<file path="config.mk">
export PLATFORM = sky130hd
export DESIGN_NAME = scpe_front
export DESIGN_NICKNAME = d
export VERILOG_FILES = /design/src/hw/rtl/scpe_pkg.sv /design/src/hw/rtl/scpe_front.sv
export SDC_FILE = /design/constraint.sdc
export NUM_CORES = 2
export LEC_CHECK = 0
export ABC_AREA = 0
export ABC_CLOCK_PERIOD_IN_PS = 10000
export BUFFER_PORTS_ARGS = -buffer_cell sky130_fd_sc_hd__buf_2
export CORE_MARGIN = 2
export CORE_UTILIZATION = 65
export CTS_CLUSTER_SIZE = 14
export DETAILED_ROUTE_END_ITERATION = 8
export PLACE_DENSITY = 0.94
export RECOVER_POWER = 100
export SYNTH_ARGS = -nofsm -noshare
export SYNTH_HDL_FRONTEND = slang
export SYNTH_SLANG_ARGS = --single-unit
export TNS_END_PERCENT = 10
</file>
<file path="constraint.sdc">
create_clock -name clk -period 10 [get_ports clk]
set_input_delay 2 -clock clk [delete_from_list [all_inputs] [get_ports clk]]
set_output_delay 2 -clock clk [all_outputs]
set_load 0.1 [all_outputs]
</file>
<file path="src/hw/rtl/scpe_pkg.sv">
// ----------------------------------------------------------------------------
// scpe_pkg
// Shared types and constants for the 2D sine/cosine position encoder.
// ----------------------------------------------------------------------------
package scpe_pkg;

    localparam logic [31:0] FREQ_ONE       = 32'hFFFF_FFFF;
    localparam logic [31:0] INV_TWO_PI_Q32 = 32'd683565276;
    localparam logic [31:0] CORDIC_GAIN    = 32'd652032874;

    localparam logic [1:0] CFG_GRID_COLS  = 2'd0;
    localparam logic [1:0] CFG_EMBED_DIM  = 2'd1;
    localparam logic [1:0] CFG_FREQ_RATIO = 2'd2;

    // Work word handed from the front end to the arithmetic back end.
    typedef struct packed {
        logic [31:0] value;
        logic        enc;
        logic        want_sin;
        logic [31:0] turn;
    } job_t;

    function automatic logic [31:0] atan_turn(input logic [4:0] k);
        logic [31:0] r;
        begin
            case (k)
                5'd0: r = 32'd536870912;   5'd1: r = 32'd316933406;
                5'd2: r = 32'd167458907;   5'd3: r = 32'd85004756;
                5'd4: r = 32'd42667331;    5'd5: r = 32'd21354465;
                5'd6: r = 32'd10679838;    5'd7: r = 32'd5340245;
                5'd8: r = 32'd2670163;     5'd9: r = 32'd1335087;
                5'd10: r = 32'd667544;     5'd11: r = 32'd333772;
                5'd12: r = 32'd166886;     5'd13: r = 32'd83443;
                5'd14: r = 32'd41722;      5'd15: r = 32'd20861;
                5'd16: r = 32'd10430;      5'd17: r = 32'd5215;
                5'd18: r = 32'd2608;       5'd19: r = 32'd1304;
                5'd20: r = 32'd652;        5'd21: r = 32'd326;
                5'd22: r = 32'd163;        5'd23: r = 32'd81;
                5'd24: r = 32'd41;         5'd25: r = 32'd20;
                5'd26: r = 32'd10;         5'd27: r = 32'd5;
                5'd28: r = 32'd3;          5'd29: r = 32'd1;
                5'd30: r = 32'd1;          default: r = 32'd0;
            endcase
            return r;
        end
    endfunction

endpackage

</file>
<file path="src/hw/rtl/scpe_front.sv">
// ----------------------------------------------------------------------------
// scpe_front
// Position counters, block classification, frequency recurrence and angle.
// ----------------------------------------------------------------------------
module scpe_front #(
    parameter int MAX_DIM  = 4096,
    parameter int MAX_GRID = 1024
) (
    input  logic                 clk,
    input  logic                 rst_n,
    input  logic                 in_valid,
    output logic                 in_ready,
    input  logic [31:0]          embed_value,
    input  logic                 image_start,
    input  logic [10:0]          grid_cols,
    input  logic [12:0]          embed_dim,
    input  logic [31:0]          freq_ratio,
    output logic                 job_valid,
    input  logic                 job_ready,
    output scpe_pkg::job_t       job
);
    localparam int DW = $clog2(MAX_DIM + 1);
    localparam int GW = $clog2(MAX_GRID + 1);

    typedef enum logic [1:0] {S_IDLE, S_MUL1, S_MUL2, S_OUT} st_t;

    st_t          st_reg;
    logic [DW-1:0] elem_reg;
    logic [GW-1:0] col_reg, row_reg;
    logic [31:0]  freq_reg, f_reg, val_reg;
    logic         enc_reg, sin_reg;
    logic [GW-1:0] pos_reg;
    logic [63:0]  a_reg;
    logic [31:0]  turn_reg;

    logic [DW-1:0] dim, q, h, e;
    logic [GW-1:0] gw, col0, row0;
    logic [DW-1:0] off;
    logic          enc, wsin, use_row;

    assign in_ready  = (st_reg == S_IDLE);
    assign job_valid = (st_reg == S_OUT);
    assign job       = '{value: val_reg, enc: enc_reg, want_sin: sin_reg, turn: turn_reg};

    always_comb
    begin
        if (embed_dim == 13'd0)
            dim = DW'(1);
        else if (32'(embed_dim) > MAX_DIM)
            dim = DW'(MAX_DIM);
        else
            dim = DW'(embed_dim);
        if (grid_cols == 11'd0)
            gw = GW'(1);
        else if (32'(grid_cols) > MAX_GRID)
            gw = GW'(MAX_GRID);
        else
            gw = GW'(grid_cols);
        q = dim >> 2;
        h = dim >> 1;
        e    = image_start ? '0 : elem_reg;
        col0 = image_start ? '0 : col_reg;
        row0 = image_start ? '0 : row_reg;
        enc = 1'b0; wsin = 1'b0; off = '0; use_row = 1'b1;
        if (q != '0 && e < dim)
        begin
            if (e < q)
            begin
                enc = 1'b1; wsin = 1'b1; off = e;
            end
            else if (e < (q << 1))
            begin
                enc = 1'b1; off = e - q;
            end
            else if (e >= h && e < h + q)
            begin
                enc = 1'b1; wsin = 1'b1; off = e - h; use_row = 1'b0;
            end
            else if (e >= h + q && e < h + (q << 1))
            begin
                enc = 1'b1; off = e - h - q; use_row = 1'b0;
            end
        end
    end

    always_ff @(posedge clk or negedge rst_n)
    begin
        if (!rst_n)
        begin
            st_reg   <= S_IDLE;
            elem_reg <= '0;
            col_reg  <= '0;
            row_reg  <= '0;
            freq_reg <= scpe_pkg::FREQ_ONE;
        end
        else
        begin
            case (st_reg)
                S_IDLE:
                begin
                    if (in_valid)
                    begin
                        val_reg <= embed_value;
                        enc_reg <= enc;
                        sin_reg <= wsin;
                        pos_reg <= use_row ? row0 : col0;
                        f_reg   <= (off == '0) ? scpe_pkg::FREQ_ONE : freq_reg;
                        if (32'(e) + 1 >= 32'(dim))
                        begin
                            elem_reg <= '0;
                            if (32'(col0) + 1 >= 32'(gw))
                            begin
                                col_reg <= '0;
                                row_reg <= (32'(row0) + 1 < MAX_GRID) ? row0 + GW'(1) : row0;
                            end
                            else
                            begin
                                col_reg <= col0 + GW'(1);
                                row_reg <= row0;
                            end
                        end
                        else
                        begin
                            elem_reg <= e + DW'(1);
                            col_reg  <= col0;
                            row_reg  <= row0;
                        end
                        st_reg <= S_MUL1;
                    end
                end
                S_MUL1:
                begin
                    // position times frequency; advance the recurrence for an encoded word
                    a_reg <= 64'(pos_reg) * 64'(f_reg);
                    if (enc_reg)
                        freq_reg <= 32'((64'(f_reg) * 64'(freq_ratio)) >> 32);
                    st_reg <= S_MUL2;
                end
                S_MUL2:
                begin
                    turn_reg <= 32'(64'(a_reg[63:32]) * 64'(scpe_pkg::INV_TWO_PI_Q32))
                              + 32'((64'(a_reg[31:0]) * 64'(scpe_pkg::INV_TWO_PI_Q32)) >> 32);
                    st_reg <= S_OUT;
                end
                S_OUT:
                begin
                    if (job_ready)
                        st_reg <= S_IDLE;
                end
                default: st_reg <= S_IDLE;
            endcase
        end
    end
endmodule

</file>
==> out/qor.yml <==
synth:
  ys_types: 94
  synthMuxAreaShare_pct: 0.166
  synth_xor_area_share_pct: 2.47
  async_flop_share_pct: 31.2
  synth_compound_area_share_pct: 5.81
  syn_inst: 7934
  synth_warnings: 0
  netlist_area_sq_mm: 0.0739
  synth_edf_count: 152
  synth-adder-area-share_pct: 58.7
  yosysSeqAreaShare_pct: 8.57
  yosys_most_used_dff: "edfxtp_1"
  syn-mean-instance-area_sq_um: 9.31
  synth-simple-area-share_pct: 12.6
  ys_seq_elements: 221
  synth_top_family_by_area: "adder cells"
  syn_nets: 10500
floorplanning:
  io_pins: 161
  fp.dieArea_sq_mm: 0.116
  core_sq_mm: 0.113
  initial_utilization_pct: 65.6
  dieHeight_um: 341
  rows: 123
  chipWidth_um: 341
global_route:
  grt-ovfl-total: 0
  grt_usage_pct: 34.3
  grt_pass1_wl_um: 316000
  grt_pass1_vias: 63000
  antenna_found_initial: 9
  grt_max_degree: 66
timing:
  max_freq_mhz: 104
  tightestPinTransition_ns: 3.53
  setup_violations: 0
  slew_viol_final: 259
  maxSlewHeadroom_pct: -136
  post-route-period-util_pct: 96.5
  fin_skew_ns: 0.0243
  layout_setup_ws_ns: 0.348
  period_minus_slack_ns: 9.65
  hold_viol_final: 0
worst_setup_path:
  rrSetupSlack_ns: 0.35
  crit_arrival_ns: 10.00
  required_ns: 10.35
  worstSetupStartpointType: "register"
  crit_type: "reg -> reg"
  crit_path_frequent_cell: "fa_1"
  r2r_cells: 35
  cp-endpoint: "turn_reg[31]$_DFFE_PP_"
  critical_path.max_fanout: 6
  end_kind: "register"
  r2r-start: "a_reg[9]$_DFFE_PP_"
  regToRegEndpoint: "turn_reg[31]$_DFFE_PP_"
  critPathMaxStageDelay_ns: 0.57
  crit_path_top_delay_cell: "fa_1"
  crit_start: "a_reg[9]$_DFFE_PP_"
finish:
  largest_reg_flops: 43
  fillCellCount: 7749
  register_area_sq_mm: 0.00633
  synthToLayoutAreaGrowth_pct: 4.60
  stdcell_count: 9485
  final_nets: 10600
  drive_gt1_share_pct: 4.34
  multi_input_area_sq_mm: 0.0589
status:
  violations: "design-rule violations, max-capacitance violations, max-slew violations"
  outcome: "finished, violations left"
cts:
  cts_buffer_depth: 3
  cts_sinks: 221
  cts-root-buf: "clkbuf_16"
  postCtsHoldBufs: 0
  cts_tree: "yes"
  cts_made_buffers: 27
  htreeDepth: 1
  clock_latency_ns: 0.64
  cts.clk_slew.worst_paths_ns: 0.06
route:
  initialDrtViolationCount: 5326
  drt-total-wl_um: 194000
  drtPass1Iterations: 8
  vias_per_cell: 5.93
  wl_per_cell_um: 20.5
  vias: 56200
  drtAntennaViolNets: 0
  drc: 1
place:
  port_buffers: 160
  routabilityCongestion: 1.03
  hpwl_um: 161000
  place_ws_ns: -0.0598
  dpl.cell_count: 9422
run:
  drv_cap: 7
min_path:
  min_path_type: "reg -> reg"
  hold_depth: 2
worst max-delay path: cells and delay by family, from the launching register on:
kind	cells	cell delay [ns]
AO/OA/AOI/OAI	16	3.32
XOR/XNOR	2	0.22
adder cells (fa/ha/maj)	9	4.20
buffers and inverters	4	0.44
flip-flops	1	0.54
AND/OR/NAND/NOR	4	0.65
cell usage after synthesis, types with 66 or more instances:
| library cell | number | share of area (%) |
|---|---|---|
| a21o_1 | 106 | 1.1 |
| a21oi_1 | 183 | 1.2 |
| and2_1 | 352 | 3.0 |
| clkbuf_1 | 296 | 1.5 |
| edfxtp_1 | 152 | 6.2 |
| fa_1 | 1608 | 44 |
| ha_1 | 894 | 15 |
| inv_1 | 1966 | 10 |
| nand2_1 | 1231 | 6.3 |
| nand3_1 | 66 | 0.45 |
| nor2_1 | 149 | 0.76 |
| o21ai_0 | 128 | 0.87 |
| xnor2_1 | 134 | 1.6 |
| xor2_1 | 72 | 0.85 |
worst min path at each step:
stage	to	slack (ns)	startpoint
after detailed placement	elem_reg[4]$_DFFE_PN0P_	0.46	elem_reg[4]$_DFFE_PN0P_
after global placement	elem_reg[4]$_DFFE_PN0P_	0.44	elem_reg[4]$_DFFE_PN0P_
after floorplan	elem_reg[4]$_DFFE_PN0P_	0.43	elem_reg[4]$_DFFE_PN0P_
final	freq_reg[3]$_DFFE_PN1P_	0.47	freq_reg[3]$_DFFE_PN1P_
after global routing	freq_reg[3]$_DFFE_PN1P_	0.50	freq_reg[3]$_DFFE_PN1P_
after CTS	freq_reg[3]$_DFFE_PN1P_	0.47	freq_reg[3]$_DFFE_PN1P_
cell usage in the layout, fill, tap and decap left out, types with 11 or more instances in the layout:
master / Yosys / routed
inv_1: 1966 / 1962
fa_1: 1608 / 1608
nand2_1: 1231 / 1230
ha_1: 894 / 894
and2_1: 352 / 347
a21oi_1: 183 / 183
edfxtp_1: 152 / 152
nor2_1: 149 / 150
buf_4: 2 / 145
xnor2_1: 134 / 134
o21ai_0: 128 / 131
a21o_1: 106 / 106
clkbuf_1: 296 / 88
buf_2: 1 / 87
xor2_1: 72 / 72
nand3_1: 66 / 66
nor2b_1: 43 / 43
nor3_1: 39 / 40
dfrtp_1: 37 / 37
dfstp_2: 32 / 32
o21bai_1: 31 / 31
nand4_1: 30 / 30
or2_1: 32 / 29
clkbuf_16: 0 / 27
and3_1: 25 / 25
a211oi_1: 23 / 23
o21a_1: 22 / 22
a31oi_1: 20 / 20
nand2b_1: 18 / 18
o31ai_1: 15 / 15
or3_1: 14 / 14
nor4_1: 14 / 14
o211ai_1: 10 / 11
metrics by stage:
step	hold WS, ns	TNS, ns	util, %	cell area, sq um
after floorplan	0.431	0	-	73900
after global placement	0.444	0	67.9	76500
after detailed placement	0.462	-0.103	67.9	76500
after CTS	0.472	0	68.6	77300
after global routing	0.496	-0.136	68.6	77300
final	0.473	0	68.6	77300
layer usage:
| layer | track usage [%] | vias to the layer above | share of wire (%) |
|---|---|---|---|
| li1 | - | 23900 | - |
| met3 | 8.37 | 1024 | 11 |
| met1 | 41.0 | 27900 | 34 |
| met2 | 57.6 | 3389 | 49 |
| met5 | 0 | - | 0.019 |
| met4 | 17.8 | 8 | 6.3 |
what timing repair did:
| item | 4_1_cts | 5_1_grt |
|---|---|---|
| resized for setup | 0 | 5 |
| endpoints found under the hold margin | 0 | 0 |
| buffers inserted | 0 | 9 |
| setup endpoints to repair | 0 | 3 |
cell type report:
cell class / count / share of cell area (%)
Clock inverter: 18 / 0.201
Antenna cell: 4 / 0.0130
Inverter: 1967 / 9.58
Clock buffer: 32 / 0.899
Sequential cell: 221 / 8.20
Timing Repair Buffer: 319 / 2.46
Multi-Input combinational cell: 5424 / 76.2
Tap cell: 1500 / 2.43
kinds of logic after synthesis:
| group | Yosys count |
|---|---|
| xor+xnor | 207 |
| mux | 12 |
| flops | 221 |
| compound gates | 656 |
| buf+inv | 2289 |
| fa+ha+maj | 2502 |
| simple gates | 2047 |
Power is not shown: default switching activity piles up to over one toggle a cycle in this logic, so the estimate is an artifact.
