**src/hw/rtl/scpe_pkg.sv**
```systemverilog
// ----------------------------------------------------------------------------
// scpe_pkg
// Shared types and constants for the 2D sine/cosine position encoder.
// ----------------------------------------------------------------------------
package scpe_pkg;

    localparam logic [31:0] FREQ_ONE       = 32'hFFFF_FFFF;
    localparam logic [31:0] INV_TWO_PI_Q32 = 32'd683565276;
    localparam logic [31:0] CORDIC_GAIN    = 32'd652032874;

    localparam logic [1:0] CFG_GRID_COLS  = 2'd0;
    localparam logic [1:0] CFG_EMBED_DIM  = 2'd1;
    localparam logic [1:0] CFG_FREQ_RATIO = 2'd2;

    // Work word handed from the front end to the arithmetic back end.
    typedef struct packed {
        logic [31:0] value;
        logic        enc;
        logic        want_sin;
        logic [31:0] turn;
    } job_t;

    function automatic logic [31:0] atan_turn(input logic [4:0] k);
        logic [31:0] r;
        begin
            case (k)
                5'd0: r = 32'd536870912;   5'd1: r = 32'd316933406;
                5'd2: r = 32'd167458907;   5'd3: r = 32'd85004756;
                5'd4: r = 32'd42667331;    5'd5: r = 32'd21354465;
                5'd6: r = 32'd10679838;    5'd7: r = 32'd5340245;
                5'd8: r = 32'd2670163;     5'd9: r = 32'd1335087;
                5'd10: r = 32'd667544;     5'd11: r = 32'd333772;
                5'd12: r = 32'd166886;     5'd13: r = 32'd83443;
                5'd14: r = 32'd41722;      5'd15: r = 32'd20861;
                5'd16: r = 32'd10430;      5'd17: r = 32'd5215;
                5'd18: r = 32'd2608;       5'd19: r = 32'd1304;
                5'd20: r = 32'd652;        5'd21: r = 32'd326;
                5'd22: r = 32'd163;        5'd23: r = 32'd81;
                5'd24: r = 32'd41;         5'd25: r = 32'd20;
                5'd26: r = 32'd10;         5'd27: r = 32'd5;
                5'd28: r = 32'd3;          5'd29: r = 32'd1;
                5'd30: r = 32'd1;          default: r = 32'd0;
            endcase
            return r;
        end
    endfunction

endpackage

```
**src/hw/rtl/scpe_queue.sv**
```systemverilog
// ----------------------------------------------------------------------------
// scpe_queue
// Two-entry word queue between the front end and the back end.
// ----------------------------------------------------------------------------
module scpe_queue (
    input  logic           clk,
    input  logic           rst_n,
    input  logic           wr_valid,
    output logic           wr_ready,
    input  scpe_pkg::job_t wr_data,
    output logic           rd_valid,
    input  logic           rd_ready,
    output scpe_pkg::job_t rd_data
);
    scpe_pkg::job_t mem_reg [2];
    logic       wp_reg, rp_reg;
    logic [1:0] cnt_reg;
    logic       wr, rd;

    assign wr_ready = (cnt_reg != 2'd2);
    assign rd_valid = (cnt_reg != 2'd0);
    assign rd_data  = mem_reg[rp_reg];
    assign wr = wr_valid && wr_ready;
    assign rd = rd_valid && rd_ready;

    always_ff @(posedge clk)
    begin
        if (wr)
            mem_reg[wp_reg] <= wr_data;
    end

    always_ff @(posedge clk or negedge rst_n)
    begin
        if (!rst_n) begin
            wp_reg  <= 1'b0;
            rp_reg  <= 1'b0;
            cnt_reg <= 2'd0;
        end else begin
            if (wr) wp_reg <= ~wp_reg;
            if (rd) rp_reg <= ~rp_reg;
            cnt_reg <= cnt_reg + {1'b0, wr} - {1'b0, rd};
        end
    end
endmodule

```
**config.mk**
```make
export PLATFORM = sky130hd
export DESIGN_NAME = scpe_queue
export DESIGN_NICKNAME = d
export VERILOG_FILES = /design/src/hw/rtl/scpe_pkg.sv /design/src/hw/rtl/scpe_queue.sv
export SDC_FILE = /design/constraint.sdc
export NUM_CORES = 1
export LEC_CHECK = 0
export BUFFER_PORTS_ARGS = -buffer_cell sky130_fd_sc_hd__buf_2
export CORE_ASPECT_RATIO = 0.6
export CORE_MARGIN = 5
export CORE_UTILIZATION = 47
export CTS_CLUSTER_DIAMETER = 80
export DETAILED_ROUTE_END_ITERATION = 6
export GPL_ROUTABILITY_DRIVEN = 1
export MAX_ROUTING_LAYER = met4
export PLACE_DENSITY = 0.76
export SYNTH_ARGS = -nofsm -noshare
export SYNTH_HDL_FRONTEND = slang
export SYNTH_SLANG_ARGS = --single-unit
```
**constraint.sdc**
```tcl
create_clock -name clk -period 3.59 [get_ports clk]
set_input_delay 0.1795 -clock clk [delete_from_list [all_inputs] [get_ports clk]]
set_output_delay 0.1795 -clock clk [all_outputs]
set_load 0.02 [all_outputs]
```
==> results of run 1 <==
-- stage by stage --
step | hold slack, ns | cells | util
final | 0.104 | 592 | 0.684
after global routing | 0.0923 | 592 | 0.684
after detailed placement | -0.0108 | 493 | 0.560
after CTS | 0.0903 | 592 | 0.684
after global placement | -0.0118 | 493 | 0.560
after floorplan | -0.116 | 222 | -
-- final cells by class --
| cell class | instances | area, sq um |
|---|---|---|
| Sequential cell | 136 | 4070 |
| Tap cell | 139 | 174 |
| Inverter | 1 | 3.75 |
| Multi-Input combinational cell | 78 | 957 |
| Timing Repair Buffer | 206 | 1380 |
| Clock buffer | 20 | 437 |
| Fill cell | 694 | 3340 |
| Clock inverter | 12 | 200 |
-- power by group through the flow --
stage / combinational (uW) / clock [uW] / sequential, uW
global route: 1890 / 1970 / 2490
global placement: 1710 / 0 / 2460
CTS: 1790 / 1880 / 2450
floorplan: 1380 / 0 / 2290
finish: 1770 / 1840 / 2440
detailed placement: 1730 / 0 / 2480
-- cell families after synthesis --
family | Yosys count | synth area share
xor gates and xnor gates | 4 | 0.00691
adders and majority gates | 2 | 0.00493
buffers and inverters | 8 | 0.0118
DFF | 136 | 0.801
muxes | 66 | 0.169
and+or+nand+nor | 6 | 0.00642
-- metal layers --
metal  global-route usage  wire length, um
met2                0.258             4850
met3               0.0661              785
met1                0.210             4470
met5                    -                0
met4               0.0400               51
-- cells in the mapped netlist --
| library cell | count |
|---|---|
| xnor2_1 | 3 |
| buf_4 | 1 |
| nor2_1 | 1 |
| buf_2 | 3 |
| nand2b_1 | 1 |
| xor2_1 | 1 |
| nand2_1 | 1 |
| dfrtp_1 | 4 |
| mux2_2 | 36 |
| edfxtp_1 | 132 |
| buf_6 | 3 |
| and2_1 | 1 |
| inv_1 | 1 |
| or2_1 | 1 |
| mux2_4 | 30 |
| and3_1 | 1 |
| ha_1 | 2 |
-- cells in the final DEF (no fill, tap or decap) --
cell | Yosys | final
buf_2 | 3 | 137
edfxtp_1 | 132 | 132
dlygate4sd3_1 | 0 | 67
mux2_2 | 36 | 36
mux2_4 | 30 | 30
clkbuf_16 | 0 | 17
bufinv_16 | 0 | 5
xnor2_1 | 3 | 3
clkbuf_1 | 0 | 3
clkinvlp_4 | 0 | 3
dfrtp_1 | 4 | 3
ha_1 | 2 | 2
clkinv_2 | 0 | 2
clkinv_4 | 0 | 2
or2_1 | 1 | 1
and2_1 | 1 | 1
nand2b_1 | 1 | 1
nand2_1 | 1 | 1
inv_1 | 1 | 1
and3_2 | 0 | 1
nor2_4 | 0 | 1
xor2_1 | 1 | 1
buf_4 | 1 | 1
buf_12 | 0 | 1
dfrtp_4 | 0 | 1
-- final timing paths --
| path | depth (start not counted) | slack [ns] | from | to |
|---|---|---|---|---|
| setup / recovery | 2 | 1.20 | rp_reg | rd_data[63] |
| hold / removal | 2 | 0.10 | rst_n | cnt_reg[0] |
| setup reg to reg | 3 | 1.68 | cnt_reg[1] | mem_reg[1][33] |
| hold reg to reg | 1 | 0.52 | cnt_reg[0] | cnt_reg[0] |
| max in group asynchronous | 2 | 3.35 | rst_n | rp_reg |
| min in group clk | 3 | 0.13 | rd_ready | rp_reg |
-- worst max-delay path, cell delays in order, from the launching register on --
cell,delay [ns]
dfrtp_4,1.11
mux2_2,0.45
buf_2,0.17
-- what timing repair did --
| item | in CTS | in global routing |
|---|---|---|
| endpoints found under the hold margin | 136 | 0 |
| setup buffers | 0 | 0 |
| hold buffers | 67 | 0 |
==> results.yml, run 1 <==
placed_design:
  detailedPlacementHpwl_um: 5850
  gpl.final_weighted_congestion: 0.770
  worst_setup_slack_before_clock_tree_synthesis_ns: 1.64
  placement.cell_area_sq_um: 5920
  port-buffer-count: 137
logic_synthesis:
  syn-mean-instance-area_sq_um: 22.8
  netlist_instances: 222
  ys_types: 17
  post_synth_top_area_share: 0.781
  synthesis.yosys.warnings: 0
  yosysSeqAreaShare: 0.801
  ys_seq_elements: 136
  yosysTopAreaCell: "edfxtp_1"
  synth_area_leaders: "edfxtp_1, mux2_4, mux2_2"
  synth.net_count: 294
  syn_area_sq_um: 5070
cts:
  worst_skew_pair.late_latency_ns: 0.40
  cts_tree: "done"
  cts_made_buffers: 17
  ctsRootBufferMaster: "clkbuf_16"
  clk_transition_reported_paths_ns: 0.06
  cts_max_level: 4
  number_of_sinks_driven_by_the_clock_tree: 136
  cts_resized: 0
  cts.path.max_buffers: 2
route:
  drt.antenna.violating_nets: 0
  wl_per_cell_um: 17.2
  drt_initial_violations: 117
  vias: 2761
  drt-vias-per-instance: 4.66
  drt_pre_antenna_iters: 4
  drt_wl_total_um: 10200
  drc_violation_count_after_routing: 0
floorplan:
  die_span_in_x_um: 144
  rows: 29
  die_height_um: 90.5
  core-area_sq_um: 10600
  initial_util: 0.480
  floorplan.die_area_sq_um: 13000
  num_io_pins: 138
timing:
  fin_worst_skew_ns: 0.00800
  layout_worst_path_cycle_share: 0.666
  maxClockFrequency_mhz: 418
  timing_worst_slew_pin_value_ns: 1.09
  timing.max_slew.rel_slack: 0.277
  setup_slack_ns: 1.20
  hold_viol_final: 0
  report.final.slew_viol_count: 0
  rsz0062_at_grt: "false"
  period_minus_slack_ns: 2.39
  setup-violations-final: 0
  setup_total_negative_slack_ns: 0
layout:
  largest_register_ff_count: 132
  design.final.nets: 512
  fraction_of_layout_cells_with_a_size_suffix_above_1: 0.523
  synthToLayoutAreaGrowth_pct: 42.4
  insertedDiodeCount: 0
  final_cell_area_sq_um: 7220
global_routing:
  antenna_found_initial: 0
  grt-ovfl-total: 0
  via_count_of_the_first_global_routing_pass: 3101
  grt_use_total: 0.167
  grt_max_degree: 68
  first_pass_grt_wire_length_um: 15800
power:
  power_density_nw_per_um2: 839
  comb_power_share: 0.293
  netSwitchingPower_uw: 1830
  internal_power_uw: 4230
  power_frac_seq: 0.403
  leakagePower_uw: 0.00284
  final_total_power_uw: 6060
  power.share.switching: 0.302
  worst_ir_drop_vdd_mv: 0.491
  clockPowerShare: 0.304
setup_path:
  crit_path_end_kind: "output port"
  cp_data_required_time_ns: 3.41
  critPathKind: "reg2out"
  worst_path_maximum_fanout: 67
  crit_path_start_kind: "register"
  worstPathArrival_ns: 2.21
run:
  cap_violations: 0
min_path:
  min_path_type: "in2async"
run_status:
  run_status: "completed"
Note: power is estimated with default switching activity, not from simulation.
==> inputs of run 2 (changes only) <==
--- a/config.mk
+++ b/config.mk
@@ -5,15 +5,16 @@
 export SDC_FILE = /design/constraint.sdc
 export NUM_CORES = 1
 export LEC_CHECK = 0
+export ABC_AREA = 1
 export BUFFER_PORTS_ARGS = -buffer_cell sky130_fd_sc_hd__buf_2
 export CORE_ASPECT_RATIO = 0.6
 export CORE_MARGIN = 5
-export CORE_UTILIZATION = 47
+export CORE_UTILIZATION = 52
 export CTS_CLUSTER_DIAMETER = 80
 export DETAILED_ROUTE_END_ITERATION = 6
 export GPL_ROUTABILITY_DRIVEN = 1
 export MAX_ROUTING_LAYER = met4
-export PLACE_DENSITY = 0.76
+export PLACE_DENSITY = 0.79
 export SYNTH_ARGS = -nofsm -noshare
 export SYNTH_HDL_FRONTEND = slang
 export SYNTH_SLANG_ARGS = --single-unit
==> constraint.sdc (replaced) <==
create_clock -name clk -period 2.3 [get_ports clk]
set_input_delay 0.115 -clock clk [delete_from_list [all_inputs] [get_ports clk]]
set_output_delay 0.115 -clock clk [all_outputs]
set_load 0.02 [all_outputs]
==> results.yml, run 2 <==
run_status:
  run_status: "completed"
floorplan:
  floorplan.die_area_sq_um: 11800
  rows: 27
  die_height_um: 86.3
  core-area_sq_um: 9320
  die_span_in_x_um: 137
  num_io_pins: 138
  initial_util: 0.541
power:
  leakagePower_uw: 0.00315
  power_density_nw_per_um2: 1340
  worst_ir_drop_vdd_mv: 0.787
cts:
  cts.path.max_buffers: 2
  worst_skew_pair.late_latency_ns: 0.41
  cts_hold_buf: 68
  cts_made_buffers: 17
  number_of_sinks_driven_by_the_clock_tree: 136
  clk_transition_reported_paths_ns: 0.05
  cts_resized: 0
  ctsRootBufferMaster: "clkbuf_16"
  cts_tree: "done"
  post_cts_buffers: 0
  cts_max_level: 4
route:
  drt-vias-per-instance: 4.77
  vias: 3522
  drt_pre_antenna_iters: 5
  drc_violation_count_after_routing: 0
  drt_wl_total_um: 11400
  drt_initial_violations: 165
  wl_per_cell_um: 15.4
  drt.antenna.violating_nets: 0
layout:
  multi_input_gate_area_in_the_final_layout_sq_um: 843
  largest_register_ff_count: 132
  nFillCells: 554
  area.sequential_sq_um: 4070
  synthToLayoutAreaGrowth_pct: 42.9
  fraction_of_layout_cells_with_a_size_suffix_above_1: 0.295
  commonest_cells_after_routing_fill_and_taps_aside: "nand2_1, buf_2, edfxtp_1"
  design.final.nets: 666
  most_common_cell_after_layout_fill_and_taps_aside: "nand2_1"
  number_of_standard_cells_in_the_final_layout_excluding_fillers: 738
placed_design:
  detailedPlacementHpwl_um: 6700
  gpl.final_weighted_congestion: 0.735
  place_inst: 637
  port-buffer-count: 137
logic_synthesis:
  netlist_instances: 377
  syn-mean-instance-area_sq_um: 13.4
  asyncSetResetFlopFracSynth: 0.0294
  synth.net_count: 449
  synth_area_leaders: "edfxtp_1, nand2_1, dfrtp_1"
  ys_top_cells_by_count: "nand2_1, edfxtp_1, buf_2, inv_1, buf_6"
  ys.flop_type: "edfxtp_1"
  syn_area_sq_um: 5040
  yosysSeqAreaShare: 0.806
  synthesis.yosys.warnings: 0
  post_synth_top_area_share: 0.786
  ys_types: 11
  ys_seq_elements: 136
  synth_enable_flop_cells: 132
  yosysTopAreaCell: "edfxtp_1"
  post-synth-top-count-cell: "nand2_1"
timing:
  fin_worst_skew_ns: 0.00770
  layout_worst_path_cycle_share: 0.830
  rsz0062_at_grt: "false"
  report.final.slew_viol_count: 0
  hold_viol_final: 0
  maxClockFrequency_mhz: 524
  setup-violations-final: 0
  timing.max_slew.rel_slack: 0.534
  period_minus_slack_ns: 1.91
  setup_total_negative_slack_ns: 0
  timing_worst_slew_pin_value_ns: 0.699
setup_path:
  worst_path_maximum_fanout: 67
  timing.reg2reg.setup_slack_ns: 0.64
  r2r-start: "cnt_reg[0]"
  cp_data_required_time_ns: 2.18
  critPathKind: "reg2out"
  r2r.worst_path.cells: 5
  crit_path_end_kind: "output port"
  rr_endpoint: "mem_reg[0][64]"
  worstPathArrival_ns: 1.79
  crit_path_start_kind: "register"
run:
  cap_violations: 0
global_routing:
  antenna_found_initial: 1
  grt_use_total: 0.212
  grt-ovfl-total: 0
  first_pass_grt_wire_length_um: 18200
  grt_max_degree: 68
  via_count_of_the_first_global_routing_pass: 3741
min_path:
  min_path_type: "in2async"
[run 2: changes by cell type after synthesis, sizes merged, moves of 3 or more]
cell,change
nand2,+210
inv,+8
buf,+8
mux2,-66
xnor2,-3
nand3,+3
[run 2: worst max path at each step]
stage	startpoint	end	slack, ns	cells after the start
2_1_floorplan	cnt_reg[1]	mem_reg[1][0]	0.16	3
4_1_cts	rp_reg	rd_data[16]	0.36	4
6_report	rp_reg	rd_data[58]	0.39	4
5_1_grt	rp_reg	rd_data[16]	0.25	4
3_3_place_gp	cnt_reg[0]	mem_reg[0][49]	0.67	5
3_5_place_dp	cnt_reg[0]	mem_reg[0][52]	0.66	5
[run 2: metrics by stage]
stage / hold slack, ns / setup WS [ns] / utilization / area (sq um) / power, uW
floorplan: -0.181 / 0.156 / - / 5060 / 5630
global placement: -0.0730 / 0.673 / 0.632 / 5890 / 6640
detailed placement: -0.0710 / 0.662 / 0.632 / 5890 / 6710
CTS: 0.0483 / 0.360 / 0.773 / 7210 / 9690
global route: 0.0482 / 0.253 / 0.773 / 7210 / 10200
finish: 0.0549 / 0.391 / 0.773 / 7210 / 9630
[run 2: worst max-delay path, cell delays in order (launching register included)]
cell	delay, ns
dfrtp_2	0.36
buf_4	0.56
nand2_1	0.11
nand2_1	0.15
buf_2	0.18
[run 2: logic make-up after synthesis]
group / synth area share
flops: 0.806
fa+ha+maj: 0.00496
buf+inv: 0.0288
simple gates: 0.161
[run 2: final cells by class]
type                       count  area share
tap                          130      0.0226
clock inverter                15      0.0288
antenna                        1    0.000347
clock buffer                  17      0.0590
sequential                   136       0.564
multi-input combinational    217       0.117
inverter                       9     0.00521
timing repair buffer         213       0.203
[run 2: layer usage]
metal | track usage | wire (um) | vias to the layer above
li1 | - | - | 1699
met1 | 0.258 | 4820 | 1674
met2 | 0.341 | 5600 | 139
met3 | 0.0748 | 836 | 10
met4 | 0.0607 | 105 | 0
met5 | - | 0 | -
[run 2: power breakdown]
part / total (uW) / internal [uW] / switching, uW
sequential: 3510 / 3380 / 131
clock: 2890 / 1910 / 979
combinational: 3240 / 970 / 2270
total: 9630 / 6260 / 3380
